### config.mk
export PLATFORM = sky130hd
export DESIGN_NAME = pmst_ram
export DESIGN_NICKNAME = d
export VERILOG_FILES = /design/src/design/pmst_ram.sv
export SDC_FILE = /design/constraint.sdc
export NUM_CORES = 2
export LEC_CHECK = 0
export ABC_CLOCK_PERIOD_IN_PS = 10190
export BUFFER_PORTS_ARGS = -buffer_cell sky130_fd_sc_hd__clkbuf_2
export CORE_UTILIZATION = 54
export DETAILED_ROUTE_END_ITERATION = 10
export GPL_TIMING_DRIVEN = 1
export HOLD_SLACK_MARGIN = 0.12
export PLACE_DENSITY = 0.69
export SLEW_MARGIN = 20
export SYNTH_ARGS = -nofsm -noshare
export SYNTH_HDL_FRONTEND = slang
export SYNTH_SLANG_ARGS = --single-unit
### constraint.sdc
create_clock -name clk -period 10.19 [get_ports clk]
set_input_delay 2.038 -clock clk [delete_from_list [all_inputs] [get_ports clk]]
set_output_delay 2.038 -clock clk [all_outputs]
set_load 0.02 [all_outputs]
### src/design/pmst_ram.sv
`default_nettype none
// ----------------------------------------------------------------------------
// pmst_ram
// Single port RAM with registered read data.
// ----------------------------------------------------------------------------
module pmst_ram #(
	parameter int WIDTH = 16,
	parameter int DEPTH = 256
) (
	input  wire logic                     clk,
	input  wire logic                     we,
	input  wire logic [$clog2(DEPTH)-1:0] addr,
	input  wire logic [WIDTH-1:0]         wdata,
	output logic      [WIDTH-1:0]         rdata
);

	logic [WIDTH-1:0] mem_q [DEPTH];

	always_ff @(posedge clk) begin
		if (we) begin
			mem_q[addr] <= wdata;
		end
		rdata <= mem_q[addr];
	end

endmodule
`default_nettype wire

# After elaboration in Yosys (flattened, before gate mapping)
# Memory sizes are Yosys's and may differ from the RTL's. A register that Yosys moved wholly into a read port is not among the register bits.
# Cells that the tools add are included.
# totals
elab_cells,3
ramBits,4096
memories,1
output_inout_bits,16
reg_bits,0
# memory_table
memory,depth,width,read_ports,rd_ports_with_merged_regs,wr,line_no,rtl
mem_q,256,16,1,1,1,17,logic [WIDTH-1:0] mem_q [DEPTH];
# op_classes
muxes,2
# ops
operator,count
1-bit two-way mux,2

# Depth between registers and ports, before layout
# depth
ltp_word,2
depth_mapped,10
ltp_nobuf,5

# Worst setup path after synthesis
# OpenSTA, ideal clock, no wires.
# synth_path
path_type,input port to flip-flop
startpoint,in addr[0]
endpoint,mem mem_q[145][0] (enable)
required_ns,9.781
path_stages,7
slack_ns,5.454
setup_ns,0.409
t_arrival_ns,4.327
path_cell_list,clkbuf_1 buf_6 clkbuf_1 buf_2 nand2b_1 clkbuf_1 nor3_1
# synth_lines
item,line_no,rtl
start: declaration,12,"input wire logic [$clog2(DEPTH)-1:0] addr,"
end: declaration,17,
# Straight into the memory's write port.

==> metrics.md <==
| Metric | Value |
|---|---|
| Run status | `finished, final reports clean` |
| Fmax | `165 MHz` |
| Clk_lat worst skew | `a little under 1 ns` |
| Placer Congestion | `0.848` |
| Seq pwr share | `53.4%` |
| Die Y | `538 um` |
| Detail Route Antenna Nets | `0` |
| Area growth syn-to-layout | `13.0%` |
| TritonCTS clock tree | `yes` |
| Global-route wire length before repair | `560000 um` |
| Syn_area_per_cell | `23.1 sq um` |
| Synthesized flop and latch total | `around 4000` |
| WL final | `394000 um` |
| Max Cap Viol | `0` |
| Worst slew pin tran | `1.20 ns` |
| Clk buf depth | `4` |
| Post-layout min period | `6.07 ns` |
| Final net count | `7158` |
| Wirelength per Cell | `around 35 um` |
| # hold bufs at CTS | `0` |
| Switching part of the total power | `21.4%` |
| Std-Cell Rows | `196` |
| Port-buffer cells | `41` |
| Initial core utilization | `54.4%` |
| Clk sink count | `4112` |
| Syn_nets | `6753` |
| Fin crit share | `59.6%` |
| RSZ-0062 raised after global routing | `no` |
| Register-to-Register Path Depth | `5` |
| Initial antenna violation count | `15` |
| Grt ovf | `0` |
| Synth top cells by count | `4096 x edfxtp_1, 1024 x mux4_2, 512 x a22oi_1` |
| Ys async rst share | `0%` |
| Clock-pin slew on the worst setup and hold paths | `0.06 ns` |
| FF+latch area | `123000 sq um` |
| Core ar. | `286000 sq um` |
| Worst Path Required | `10.95 ns` |
| Pint | `27.5 mW` |
| WP data arrival | `just under 7 ns` |
| Number of fill cells | `18800` |
| Hpwl dp | `roughly 220000 um` |
| Setup TNS | `0 ns` |
| Syn Std Cell Area | `155000 sq um` |
| Count leader, synth | `edfxtp_1` |
| Vias in the first global route | `75000` |
| Post-Syn Instances | `6727` |
| Final hold viol count | `0` |
| Syn. warnings | `0` |
| Post-CTS Setup Bufs | `0` |
| Multi-input gate area | `between 30000 and 40000 sq um` |
| Slew HR | `approximately a fifth` |
| Pre-CTS setup slack | `3.11 ns` |
| Final setup vio count | `0` |
| Pwr Density | `199 nW/um^2` |
| Crit path max fanout | `122` |
| Die area | `between 200000 and 300000 sq um` |
| Main synth FF type | `edfxtp_1` |
| Largest net degree at the start of global routing | `162` |
| Sw power | `7.48 mW` |
| P_leak | `54.0 nW` |
| Maximum vdd drop | `151 uV` |
| DR vias | `75200` |
| H-tree Lvls | `5` |
| Die W | `538 um` |
| PostCTS Resize Cnt | `0` |
| Num CTS Buffers | `405` |
| Skew final | `0.0661 ns` |
| GRT Total Usage | `27.1%` |
| DRC violations left | `0` |
| Share of post-route cells with drive strength above 1 | `28.7%` |
| Worst hold path class | `flip-flop to flip-flop` |
| CP Class | `primary input to flip-flop` |
| Drt first pass iters | `6` |
| Clk pwr share | `42.2%` |
| Drt via density | `6.68` |
| Yosys top cell area share | `roughly four fifths` |
| Sequential fraction of the synthesis area | `79.4%` |
| First-iteration detailed-routing DRC count | `roughly 11000` |
| Yosys top cell by area | `edfxtp_1` |
| EDFF count, synth | `4096` |
| Distinct cell type count after synthesis | `22` |
| Slew Limit Fails | `0` |
| Synth area leaders | `edfxtp_1 79%, mux4_2 15%, a22oi_1 2.5%` |
| Worst Hold Depth | `5` |
| Startpoint types | `primary input` |
| Min setup slack post-route | `between 4 and 5 ns` |
| Io pins | `42` |
| Critical Path End Type | `flip-flop` |
| Gate power share | `about 4.4%` |
| CTS Root Cell | `clkbuf_16` |
## layout make-up
| class | count | share of cell area, % |
|---|---|---|
| Tap cell | 3762 | 2.68 |
| Multi-Input combinational cell | 2194 | 17.6 |
| Clock buffer | 506 | 6.08 |
| Antenna cell | 18 | 0.0256 |
| Inverter | 1 | 0.00214 |
| Timing Repair Buffer | 418 | 1.99 |
| Sequential cell | 4112 | 70.2 |
| Clock inverter | 242 | 1.41 |
## logic make-up after synthesis
group           Yosys count  synth area share [%]
buf+inv                 421                  1.24
mux                    1024                  14.8
flops                  4112                  79.4
compound gates          832                  3.66
simple gates            338                 0.907
## registers in the layout (all words and copies together), names as in the netlist
signal	flops
mem_q	4096
rdata	16
## worst max-delay path: stages
cell     delay, ns
buf_8         0.48
buf_12        0.61
buf_4         0.72
buf_4         0.64
mux4_2        0.40
a22oi_1       0.22
a21oi_1       0.29
o41ai_1       0.88
nand4_1       0.22
## placed cells by master (no fill, tap or decap), types with 6 or more instances in the layout
master and instances:
edfxtp_1 4096, mux4_2 1024, a22oi_1 512, clkbuf_16 409
buf_4 351, a21oi_1 256, nor2_1 198, clkbuf_1 89
clkinv_1 83, clkinv_2 75, o41ai_2 37, bufinv_16 35
nor2_2 29, nand2_1 27, nor3_2 26, o41ai_1 23
clkbuf_2 23, clkinvlp_4 19, diode_2 18, buf_12 18
buf_8 17, nand4_1 16, dfxtp_1 16, clkinv_16 9
inv_16 9, clkbuf_8 8, nand3_2 7, buf_6 6
## power groups by stage
stage / clock network [mW] / registers, mW / logic [mW]
floorplan: 0 / 19.0 / 0.801
global placement: 0 / 19.0 / 1.51
detailed placement: 0 / 19.0 / 1.55
CTS: 14.9 / 18.7 / 1.55
global route: 15.5 / 18.7 / 1.62
finish: 14.8 / 18.7 / 1.55
## stage by stage
step	util [%]	std cells	power, mW	hold WS (ns)	cell area (sq um)
4_1_cts	61.4	11200	35.2	1.01	175000
2_1_floorplan	-	6727	19.8	0.819	155000
6_report	61.5	11300	35.0	1.01	176000
3_3_place_gp	56.7	10500	20.6	0.990	162000
5_1_grt	61.5	11200	35.8	1.07	176000
3_5_place_dp	56.8	10500	20.6	1.00	162000
## per-layer routing
layer / wire length [um] / GRT usage, % / share of wire [%] / vias up
met2: 190000 / 42.5 / 48 / 4337
met4: 15600 / 10.6 / 4.0 / 0
li1: - / - / - / 29900
met5: 0 / 0 / 0 / -
met3: 39300 / 5.04 / 10 / 645
met1: 149000 / 38.3 / 38 / 40400
## path summary, 6_finish.rpt
| check | startpoint | to | slack, ns |
|---|---|---|---|
| min reg2reg | mem_q[55][9] | rdata[9] | 1.01 |
| min | mem_q[55][9] | rdata[9] | 1.01 |
| max reg2reg | mem_q[108][12] | rdata[12] | 7.30 |
| max | addr[1] | rdata[12] | 4.12 |
Power figures use the tool's default switching activity.
