**src/design/pmst_pkg.sv**
```systemverilog
`default_nettype none
// ----------------------------------------------------------------------------
// pmst_pkg
// Shared types and codes of the minimum spanning tree engine.
// ----------------------------------------------------------------------------
package pmst_pkg;

	localparam logic       CMD_WRITE = 1'b0;
	localparam logic       CMD_RUN   = 1'b1;

	localparam logic [1:0] STATUS_EDGE   = 2'd0;
	localparam logic [1:0] STATUS_DISCON = 2'd1;
	localparam logic [1:0] STATUS_SINGLE = 2'd2;

	localparam logic       REG_NODE_COUNT = 1'b0;
	localparam logic [4:0] NODE_COUNT_RST = 5'd16;

	typedef struct packed {
		logic        cmd;
		logic [3:0]  node_a;
		logic [3:0]  node_b;
		logic [15:0] weight;
		logic [3:0]  start_node;
	} item_t;

	typedef struct packed {
		logic [3:0]  from_node;
		logic [3:0]  to_node;
		logic [15:0] edge_weight;
		logic [1:0]  status;
		logic        last;
	} result_t;

	typedef struct packed {
		logic clear;
		logic mark;
	} cell_ctl_t;

	typedef enum logic [2:0] {
		ST_CLEAR,
		ST_IDLE,
		ST_WR2,
		ST_SCAN,
		ST_EMIT
	} pmst_state_t;

endpackage
`default_nettype wire

```
**src/design/pmst_cell.sv**
```systemverilog
`default_nettype none
// ----------------------------------------------------------------------------
// pmst_cell
// One node of the chain: holds key, parent and tree bit, relaxes its key with
// the row weight and hands the running best candidate to the next cell.
// ----------------------------------------------------------------------------
module pmst_cell
	import pmst_pkg::*;
#(
	parameter int MAX_NODES   = 16,
	parameter int WEIGHT_BITS = 16,
	parameter int IDX         = 0
) (
	input  wire logic                           clk,
	input  wire logic                           arst_n,
	input  wire cell_ctl_t                      ctl,
	input  wire logic [$clog2(MAX_NODES)-1:0]   mark_idx,
	input  wire logic [$clog2(MAX_NODES)-1:0]   u,
	input  wire logic [$clog2(MAX_NODES+1)-1:0] n,
	input  wire logic [WEIGHT_BITS-1:0]         wt,
	input  wire logic                           tin_act,
	input  wire logic [WEIGHT_BITS:0]           tin_key,
	input  wire logic [$clog2(MAX_NODES)-1:0]   tin_idx,
	input  wire logic [$clog2(MAX_NODES)-1:0]   tin_par,
	output logic                                tout_act,
	output logic      [WEIGHT_BITS:0]           tout_key,
	output logic      [$clog2(MAX_NODES)-1:0]   tout_idx,
	output logic      [$clog2(MAX_NODES)-1:0]   tout_par
);

	localparam int IW = $clog2(MAX_NODES);
	localparam int CW = $clog2(MAX_NODES + 1);
	localparam int KW = WEIGHT_BITS + 1;
	localparam logic [KW-1:0] KEY_INF = {1'b1, {WEIGHT_BITS{1'b0}}};
	localparam logic [IW-1:0] MY_IDX  = IW'(IDX);

	logic          in_tree_q;
	logic [KW-1:0] key_q;
	logic [IW-1:0] par_q;
	logic          in_use;
	logic          take;
	logic          better;
	logic [KW-1:0] new_key;
	logic [IW-1:0] new_par;

	always_comb begin
		in_use  = CW'(IDX) < n;
		take    = tin_act && !in_tree_q && in_use && (wt != '0) && ({1'b0, wt} < key_q);
		new_key = take ? {1'b0, wt} : key_q;
		new_par = take ? u : par_q;
		// strict compare so the lower index already on the chain keeps a tie
		better  = tin_act && !in_tree_q && in_use && (new_key < tin_key);
	end

	always_ff @(posedge clk or negedge arst_n) begin
		if (!arst_n) begin
			in_tree_q <= 1'b0;
			key_q     <= KEY_INF;
			tout_act  <= 1'b0;
		end else begin
			tout_act <= tin_act;
			if (ctl.clear) begin
				in_tree_q <= ctl.mark && (mark_idx == MY_IDX);
				key_q     <= KEY_INF;
			end else begin
				if (ctl.mark && (mark_idx == MY_IDX)) begin
					in_tree_q <= 1'b1;
				end
				if (take) begin
					key_q <= new_key;
				end
			end
		end
	end

	always_ff @(posedge clk) begin
		if (take && !ctl.clear) begin
			par_q <= new_par;
		end
		tout_key <= better ? new_key : tin_key;
		tout_idx <= better ? MY_IDX : tin_idx;
		tout_par <= better ? new_par : tin_par;
	end

endmodule
`default_nettype wire

```
**config.mk**
```make
export PLATFORM = sky130hd
export DESIGN_NAME = pmst_cell
export DESIGN_NICKNAME = d
export VERILOG_FILES = /design/src/design/pmst_pkg.sv /design/src/design/pmst_cell.sv
export SDC_FILE = /design/constraint.sdc
export NUM_CORES = 1
export LEC_CHECK = 0
export BUFFER_PORTS_ARGS = -buffer_cell sky130_fd_sc_hd__buf_2
export CORE_UTILIZATION = 45
export CTS_BUF_LIST = sky130_fd_sc_hd__clkbuf_16
export CTS_CLUSTER_SIZE = 16
export DETAILED_ROUTE_END_ITERATION = 10
export PLACE_DENSITY = 0.71
export SLEW_MARGIN = 20
export SYNTH_ARGS = -nofsm -noshare
export SYNTH_HDL_FRONTEND = slang
export SYNTH_SLANG_ARGS = --single-unit
```
**constraint.sdc**
```tcl
create_clock -name clk -period 5.6 [get_ports clk]
set_input_delay 1.12 -clock clk [delete_from_list [all_inputs] [get_ports clk]]
set_output_delay 1.12 -clock clk [all_outputs]
set_load 0.1 [all_outputs]
```
### Yosys cells after proc, flatten, opt, wreduce, memory -nomap -nowiden

Index checks and enable logic that the tools add are counted.

* $add $sub $neg: 0
* multipliers: 0
* divide/modulo/power cells: 0
* magnitude comparators: 3
* eq/ne operators: 0
* shifts and indexed selects: 0
* multiplexer cells: 8
* bitwise gates (word level): 0
* reductions and logical operators: 13

Operators by type and width (count)
* two-way mux 17 bit: 4
* < comparator 16 x 17 -> 1 bit: 1
* < comparator 17 bit: 1
* nonzero test 16 bit: 1
* two-way mux 4 bit: 2
* logical AND 1 bit: 7
* < comparator 1 x 5 -> 1 bit (first input constant): 1
* zero test 4 bit: 1
* nonzero test 2 bit: 2
* zero test 1 bit: 2
* two-way mux 1 bit: 2

* flip-flop bits (word level): 48
* latch bits: 0
* memory bits (writable): 0
* memory bits (read-only): 0
* output and inout port bits: 26
* memories kept: 0

### Depth between registers and ports, before layout

Gate-level depths: netlist (run 1).

* word-level depth: 9
* depth in mapped cells: 17
* depth with buffers taken out: 15

### Least setup slack after synthesis (run 1)

Ideal clock, no wire load.

* path kind: in2reg
* start: input port wt[2]
* end: register tout_key[10]
* library setup time: 0.123 ns
* data arrival time: 4.662 ns
* setup slack: 0.815 ns
* cell stages on the path: 15
* buffers on the path: 2
* path through: ha_1 a211oi_1 o221ai_1 a211o_1 a211o_1 buf_1 mux2_2 ha_1 nand4_1 nor4_1 nand2_1 nand4_1 a31oi_4 buf_6 mux2_1

* cells in the longest elaborated chain, start to end: 7
* elaborated cells between the ends (all ways): 8

Ends and longest elaborated chain
* start: declaration: RTL line pmst_cell.sv:20 `input wire logic [WEIGHT_BITS-1:0] wt,`
* parallel branches: the longest is 3 deep, another holds < comparator 16 x 17 -> 1 bit
* two-way mux 17 bit *: RTL line pmst_cell.sv:49 `new_key = take ? {1'b0, wt} : key_q;`
* < comparator 17 bit: RTL line pmst_cell.sv:52 `better = tin_act && !in_tree_q && in_use && (new_key < tin_key);`
* logical AND 1 bit: RTL line pmst_cell.sv:52
* two-way mux 17 bit *: RTL line pmst_cell.sv:80 `tout_key <= better ? new_key : tin_key;`
* end signal: assignment: RTL line pmst_cell.sv:80
* end: declaration: RTL line pmst_cell.sv:26 `output logic [WEIGHT_BITS:0] tout_key,`

Mark *: on every way between the ends.
A chain may end at the register's enable or synchronous reset.

### Worst setup path after layout (run 1)

* start: input port wt[2]
* end: register tout_key[7]

Same word-level chain as after synthesis.

==> results of run 1 <==
==> registers in the layout, indices dropped and copies added, names as in the netlist <==
name and count:
tout_idx 4, tout_par 4, key_q 17, tout_key 17, in_tree_q 1, tout_act 1, par_q 4
==> metrics by stage <==
step / power [mW] / utilization (%) / setup slack [ns] / hold WS (ns)
finish: 1.14 / 59.3 / 0.736 / 0.550
detailed placement: 0.804 / 56.2 / 0.483 / 0.539
floorplan: 0.717 / - / 0.815 / 0.491
global route: 1.19 / 59.3 / 0.555 / 0.591
global placement: 0.797 / 56.2 / 0.652 / 0.516
CTS: 1.15 / 59.3 / 0.772 / 0.550
==> worst min-delay path, delay by kind of cell (launching register included) <==
kind                   cells  cell delay, ns
buffers and inverters      1            0.07
AOI/OAI and AO/OA          1            0.08
DFF                        1            0.36
==> synthesized netlist by cell type (all sizes together) <==
cell	instances	share of area [%]
buf	4	1.1
edfxtp	4	4.6
ha	31	15
a221oi	1	0.33
o211ai	1	0.29
inv	34	4.9
or3	1	0.24
nand4	5	1.2
nor3b	1	0.29
a21oi	8	1.5
nand3	1	0.19
and2	2	0.48
nand2	7	1.0
mux2	40	17
a22o	1	0.33
nor2b	22	5.2
a211o	2	0.67
dfrtp	18	17
o21ai	6	1.1
nor4	6	1.4
clkbuf	1	0.14
nor2	6	0.86
and4	2	0.67
a21o	3	0.86
a211oi	3	0.86
dfxtp	25	19
and4b	1	0.38
or2	1	0.24
a221o	1	0.38
a31oi	1	0.81
o221ai	1	0.33
o311a	1	0.38
dfstp	1	1.0
==> cells in the final DEF, fill, tap and decap left out, types with 2 or more instances in the layout <==
| master | instances |
|---|---|
| sky130_fd_sc_hd__dfxtp_1 | 25 |
| sky130_fd_sc_hd__nor4_1 | 6 |
| sky130_fd_sc_hd__dfrtp_1 | 18 |
| sky130_fd_sc_hd__buf_4 | 4 |
| sky130_fd_sc_hd__buf_2 | 84 |
| sky130_fd_sc_hd__a21oi_1 | 8 |
| sky130_fd_sc_hd__nand2_1 | 7 |
| sky130_fd_sc_hd__a211oi_1 | 3 |
| sky130_fd_sc_hd__ha_1 | 31 |
| sky130_fd_sc_hd__nor2b_1 | 22 |
| sky130_fd_sc_hd__and4_1 | 2 |
| sky130_fd_sc_hd__inv_1 | 34 |
| sky130_fd_sc_hd__clkbuf_16 | 5 |
| sky130_fd_sc_hd__a21o_1 | 3 |
| sky130_fd_sc_hd__nand4_1 | 5 |
| sky130_fd_sc_hd__edfxtp_1 | 4 |
| sky130_fd_sc_hd__mux2_1 | 16 |
| sky130_fd_sc_hd__a211o_1 | 2 |
| sky130_fd_sc_hd__mux2_2 | 24 |
| sky130_fd_sc_hd__o21ai_0 | 6 |
| sky130_fd_sc_hd__nor2_1 | 6 |
==> final cells by class <==
| type | instances | area, sq um |
|---|---|---|
| clock buffers | 5 | 125 |
| clock inverters | 3 | 46.3 |
| fillers | 481 | 2270 |
| inverters | 34 | 128 |
| multi-input cells | 155 | 1370 |
| flip-flops and latches | 48 | 1100 |
| well taps | 72 | 90.1 |
| repair buffers | 88 | 450 |
==> power groups by stage <==
stage | Sequential (mW) | Combinational, mW | Clock, mW
floorplan | 0.588 | 0.129 | 0
global placement | 0.404 | 0.394 | 0
detailed placement | 0.404 | 0.400 | 0
CTS | 0.397 | 0.402 | 0.353
global route | 0.401 | 0.427 | 0.365
finish | 0.397 | 0.399 | 0.342
==> metal layers <==
metal  part of all wire (%)  vias to the layer above
met4                    2.4                        0
met1                     44                      953
li1                       -                     1028
met2                     49                       53
met3                    4.4                       11
met5                      0                        -
==> cells by family (layout without fill, tap and decap cells) <==
| logic type | after synthesis | in the layout |
|---|---|---|
| mux | 40 | 40 |
| simple gates | 55 | 55 |
| buf+inv | 39 | 130 |
| flops | 48 | 48 |
| fa+ha+maj | 31 | 31 |
| compound gates | 29 | 29 |
==> worst min-delay path by stage <==
stage / endpoint / startpoint / slack, ns
final: in_tree_q$_DFFE_PN0P_ / in_tree_q$_DFFE_PN0P_ / 0.55
after global routing: par_q[0]$_DFFE_PP_ / par_q[0]$_DFFE_PP_ / 0.59
after CTS: in_tree_q$_DFFE_PN0P_ / in_tree_q$_DFFE_PN0P_ / 0.55
after detailed placement: in_tree_q$_DFFE_PN0P_ / in_tree_q$_DFFE_PN0P_ / 0.54
after global placement: in_tree_q$_DFFE_PN0P_ / in_tree_q$_DFFE_PN0P_ / 0.52
after floorplan: in_tree_q$_DFFE_PN0P_ / in_tree_q$_DFFE_PN0P_ / 0.49
==> results.py, run 1 <==
metrics = {
    "sta": {
        "timing_max_transition_violations_final": 0,
        "fmax_mhz": 206,
        "final-setup-viol-count": 0,
        "max_slew.worst_pin.slew_ns": 0.618,
        "worst_skew_ns": 0.00421,
        "min_period_ns": 4.86,
        "max-slew-margin-rel_pct": 58.4,
        "timing.final.crit_share_pct": 86.9,
        "hold_viol": 0,
        "fin_setup_tns_ns": 0,
        "unrepaired_setup_endpoints_after_global_routing": "false",
    },
    "clock_network": {
        "clock_tree_from_tritoncts": "built",
        "hold_buffers": 0,
        "root_buffer": "sky130_fd_sc_hd__clkbuf_16",
        "clkSlewWorstSetupHoldPaths_ns": 0.07,
        "post_cts.resized_instances": 0,
        "cts-buffers-inserted": 5,
        "cts_setup_buffers": 0,
        "cts_num_sinks": 48,
        "cts-root-to-sink-buffers": 2,
        "htreeDepth": 2,
        "clock_latency_ns": 0.29,
    },
    "synthesis": {
        "syn_area_cell_sq_um": 10.8,
        "yosys_warnings": 0,
        "synth-compound-area-share_pct": 7.91,
        "largest_family_of_logic_cells_by_synthesized_area": "multiplexers",
        "syn_nets": 332,
        "synth-xor-area-share_pct": 0,
        "synth.ff_latch_count": 48,
        "synthesized_netlist_cell_count": 242,
        "yosys.area_share.simple_pct": 12.2,
        "netlist-cell-type-count": 36,
        "synth_sequential_area_ratio_pct": 41.8,
        "yosys-mux-area-fraction_pct": 17.2,
        "synth.cell_area_sq_um": 2630,
        "synthAdderAreaFrac_pct": 14.8,
    },
    "route": {
        "detail_route.iter0.violations": 65,
        "totalWireLength_um": 5670,
        "routed-via-count": 2045,
        "vias_per_cell": 5.05,
        "drc": 0,
        "detailedRoute.firstPassIterationCount": 4,
        "remaining_antenna_violation_count": 0,
        "routed_wire_length_per_instance_um": 14.0,
    },
    "global_routing": {
        "grt_pass1_wl_um": 9380,
        "number_of_antenna_violations_at_the_first_check_in_global_routing": 0,
        "global_route.usage.met3_pct": 4.19,
        "globalRoute.busiestLayer": "met2",
        "gr-usage-met1_pct": 23.8,
        "grt_pass1_vias": 2072,
        "overflow": 0,
        "grt_use_met2_pct": 34.2,
        "grt_util_all_layers_pct": 20.1,
        "pin_count_of_the_biggest_net_entering_global_routing": 20,
    },
    "placement": {
        "place_hpwl_um": 4480,
        "port_buffers": 84,
        "total_placed_cells_including_tap_cells": 397,
        "routabilityCongestion": 0.915,
        "detailed_place.area_sq_um": 3130,
    },
    "layout": {
        "final_cell_area_sq_um": 3300,
        "n_antenna_cell": 0,
        "areaGrowthSynthToFinish_pct": 25.8,
        "final_cells": 405,
        "drive_above_1_share_pct": 36.9,
        "num-nets-final": 422,
    },
    "floorplanning": {
        "die_area_sq_um": 6140,
        "fp.coreArea_sq_um": 5570,
        "die_h_um": 78.4,
        "io-pin-count": 85,
        "placement_rows": 27,
        "die_x_extent_um": 78.4,
        "floorplan.initialDensity_pct": 47.1,
    },
    "critical_path": {
        "cp-endpoint": "tout_key[7]$_DFF_P_",
        "critical_path.reg2reg.startpoint": "key_q[2]$_DFFE_PN0P_",
        "timing.rr.end": "tout_key[7]$_DFF_P_",
        "worst_ep_arrival_time_ns": 5.04,
        "r2r_setup_slack_ns": 1.31,
        "worst_path_cell_chain": "buf_2, ha_1, a211oi_1, o221ai_1, a211o_1, a211o_1, buf_4, mux2_2, ha_1, nand4_1, nor4_1, nand2_1, nand4_1, a31oi_4, buf_4, mux2_1",
        "timing.critical_path.from": "wt[2]",
        "startpoint_type": "input port",
        "critPathTopFamily": "compound AO/OA/AOI/OAI gates",
        "delay_of_the_slowest_cell_on_the_worst_path_ns": 0.62,
        "setup.worst_path.class": "input port to flop",
        "category_of_the_worst_setup_path_capture_point": "flop",
        "worst_ep_required_time_ns": 5.77,
        "critical_path.n_buffers_inverters": 3,
        "critical_path_cell_count": 16,
        "worstRegToRegCells": 16,
        "slowest_stage": "sky130_fd_sc_hd__nor4_1",
        "cp_max_fo": 14,
    },
    "power_and_ir_drop": {
        "ir_drop_mv": 0.196,
        "p_int_uw": 709,
        "comb_power_share_pct": 35.1,
        "sequential_group_share_of_total_power_pct": 34.9,
        "sw_frac_of_total_pct": 37.7,
        "switchingPower_uw": 430,
        "share_clk_of_total_power_pct": 30.1,
        "cellPowerDensity_nw_per_um2": 345,
        "cellLeakagePower_nw": 1.64,
    },
    "run": {
        "cap_violations": 0,
    },
    "hold_path": {
        "min-delay-path-class": "flop to flop",
        "hold_depth": 2,
    },
    "outcome": {
        "outcome": "finished clean",
    },
}
No activity file was read; power rests on OpenSTA's default activity.
==> run 2: changes to the inputs <==
BUFFER_PORTS_ARGS = default   (was -buffer_cell sky130_fd_sc_hd__buf_2)
CORE_UTILIZATION = 35   (was 45)
DONT_BUFFER_PORTS = 1   (was default)
PLACE_DENSITY = 0.48   (was 0.71)
==> run 2 against run 1 <==
  * Clock power fell by 13%
  * Register-to-register slack hardly changed
  * Worst hold slack got worse by 0.030 ns
  * Highest routed layer unchanged
==> results.py, run 2 (same netlist as run 1, synthesis figures left out) <==
metrics = {
    "outcome": {
        "outcome": "finished clean",
    },
    "global_routing": {
        "number_of_antenna_violations_at_the_first_check_in_global_routing": 0,
        "overflow": 0,
        "grt_pass1_vias": 1636,
        "grt_pass1_wl_um": 8660,
        "pin_count_of_the_biggest_net_entering_global_routing": 20,
        "grt_util_all_layers_pct": 15.2,
    },
    "sta": {
        "max_slew.worst_pin.slew_ns": 0.976,
        "unrepaired_setup_endpoints_after_global_routing": "false",
        "hold_viol": 0,
        "fin_setup_tns_ns": 0,
        "fmax_mhz": 212,
        "min_period_ns": 4.72,
        "timing.final.crit_share_pct": 84.3,
        "final-setup-viol-count": 0,
        "worst_skew_ns": 0.00420,
        "timing_max_transition_violations_final": 0,
        "max-slew-margin-rel_pct": 34.9,
    },
    "layout": {
        "final_cells": 347,
        "most_used_cells_in_the_layout_excluding_fill_and_tap_cells": "34 x sky130_fd_sc_hd__inv_1, 31 x sky130_fd_sc_hd__ha_1, 25 x sky130_fd_sc_hd__dfxtp_1",
        "fin_util_pct": 39.7,
        "n_antenna_cell": 0,
        "final_common_cell": "sky130_fd_sc_hd__inv_1",
        "areaGrowthSynthToFinish_pct": 9.77,
        "drive_above_1_share_pct": 15.3,
        "num-nets-final": 337,
        "largest_registers": "key_q: 17 flops, tout_key: 17 flops",
    },
    "critical_path": {
        "setup.worst_path.class": "input port to flop",
        "category_of_the_worst_setup_path_capture_point": "flop",
        "worst_ep_arrival_time_ns": 4.89,
        "critical_path.reg2reg.startpoint": "key_q[2]$_DFFE_PN0P_",
        "cp_max_fo": 15,
        "startpoint_type": "input port",
        "worst_ep_required_time_ns": 5.77,
        "timing.critical_path.from": "wt[2]",
    },
    "clock_network": {
        "cts-buffers-inserted": 5,
        "cts-root-to-sink-buffers": 2,
        "clock_tree_from_tritoncts": "built",
        "clock_latency_ns": 0.29,
        "htreeDepth": 2,
        "post_cts.resized_instances": 0,
        "hold_buffers": 0,
        "cts_num_sinks": 48,
        "cts_setup_buffers": 0,
        "clkSlewWorstSetupHoldPaths_ns": 0.07,
        "root_buffer": "sky130_fd_sc_hd__clkbuf_16",
    },
    "floorplanning": {
        "io-pin-count": 85,
        "placement_rows": 31,
        "die_x_extent_um": 88.6,
        "die_h_um": 88.6,
        "floorplan.initialDensity_pct": 36.2,
        "fp.coreArea_sq_um": 7250,
        "die_area_sq_um": 7850,
    },
    "power_and_ir_drop": {
        "cellLeakagePower_nw": 1.29,
        "ir_drop_mv": 0.187,
        "cellPowerDensity_nw_per_um2": 360,
    },
    "route": {
        "routed_wire_length_per_instance_um": 16.0,
        "detail_route.iter0.violations": 60,
        "drc": 0,
        "detailedRoute.firstPassIterationCount": 4,
        "totalWireLength_um": 5550,
        "routed-via-count": 1651,
        "remaining_antenna_violation_count": 0,
        "vias_per_cell": 4.76,
    },
    "placement": {
        "total_placed_cells_including_tap_cells": 339,
        "port_buffers": 0,
        "routabilityCongestion": 0.713,
        "place_hpwl_um": 4320,
    },
    "hold_path": {
        "min-delay-path-class": "input port to asynchronous set/reset pin",
    },
    "run": {
        "cap_violations": 0,
    },
}
run 2: per-layer routing:
metal | up-vias | part of all wire [%] | GRT usage (%) | wire, um
li1 | 853 | - | - | -
met4 | 0 | 1.7 | 6.16 | 92
met3 | 5 | 5.7 | 4.38 | 316
met5 | - | 0 | 0 | 0
met1 | 745 | 47 | 20.1 | 2590
met2 | 48 | 46 | 23.3 | 2540
run 2: layout make-up:
cell class	instances	area (sq um)
repair buffers	3	22.5
inverters	34	128
fillers	707	4370
clock buffers	5	125
multi-input cells	155	1370
clock inverters	3	18.8
well taps	99	124
flip-flops and latches	48	1100
run 2: path summary, 6_finish.rpt:
kind | slack [ns] | cells after the start | endpoint
min in group clk | 0.54 | 2 | in_tree_q$_DFFE_PN0P_
worst min-delay path | 0.52 | 0 | key_q[6]$_DFFE_PN0P_
max in group asynchronous | 4.91 | 0 | key_q[16]$_DFFE_PN1P_
worst max-delay path | 0.88 | 14 | tout_key[14]$_DFF_P_
worst min register to register | 0.54 | 2 | in_tree_q$_DFFE_PN0P_
worst max register to register | 1.32 | 15 | tout_key[14]$_DFF_P_
run 2: critical path, cell delays in order:
cell,delay (ns)
sky130_fd_sc_hd__ha_1,0.28
sky130_fd_sc_hd__a211oi_1,0.24
sky130_fd_sc_hd__o221ai_1,0.17
sky130_fd_sc_hd__a211o_1,0.33
sky130_fd_sc_hd__a211o_1,0.47
sky130_fd_sc_hd__mux2_2,0.38
sky130_fd_sc_hd__ha_1,0.29
sky130_fd_sc_hd__nand4_1,0.16
sky130_fd_sc_hd__nor4_1,0.57
sky130_fd_sc_hd__nand2_1,0.10
sky130_fd_sc_hd__nand4_1,0.16
sky130_fd_sc_hd__a31oi_4,0.04
sky130_fd_sc_hd__buf_4,0.24
sky130_fd_sc_hd__mux2_1,0.32
run 2: through the flow:
stage	cell area, sq um	hold slack [ns]	power, mW	worst slack (ns)
2_1_floorplan	2630	0.491	0.717	0.815
3_3_place_gp	2740	0.518	0.751	0.624
3_5_place_dp	2740	0.535	0.752	0.541
4_1_cts	2880	0.513	1.05	0.832
5_1_grt	2880	0.507	1.09	0.543
6_report	2880	0.520	1.04	0.882
run 2: report_power, final:
group	internal [mW]	switching (mW)	total, mW	leakage [nW]
combinational	0.0794	0.0771	0.156	0.717
sequential	0.386	0.200	0.586	0.498
clock	0.165	0.131	0.296	0.0736
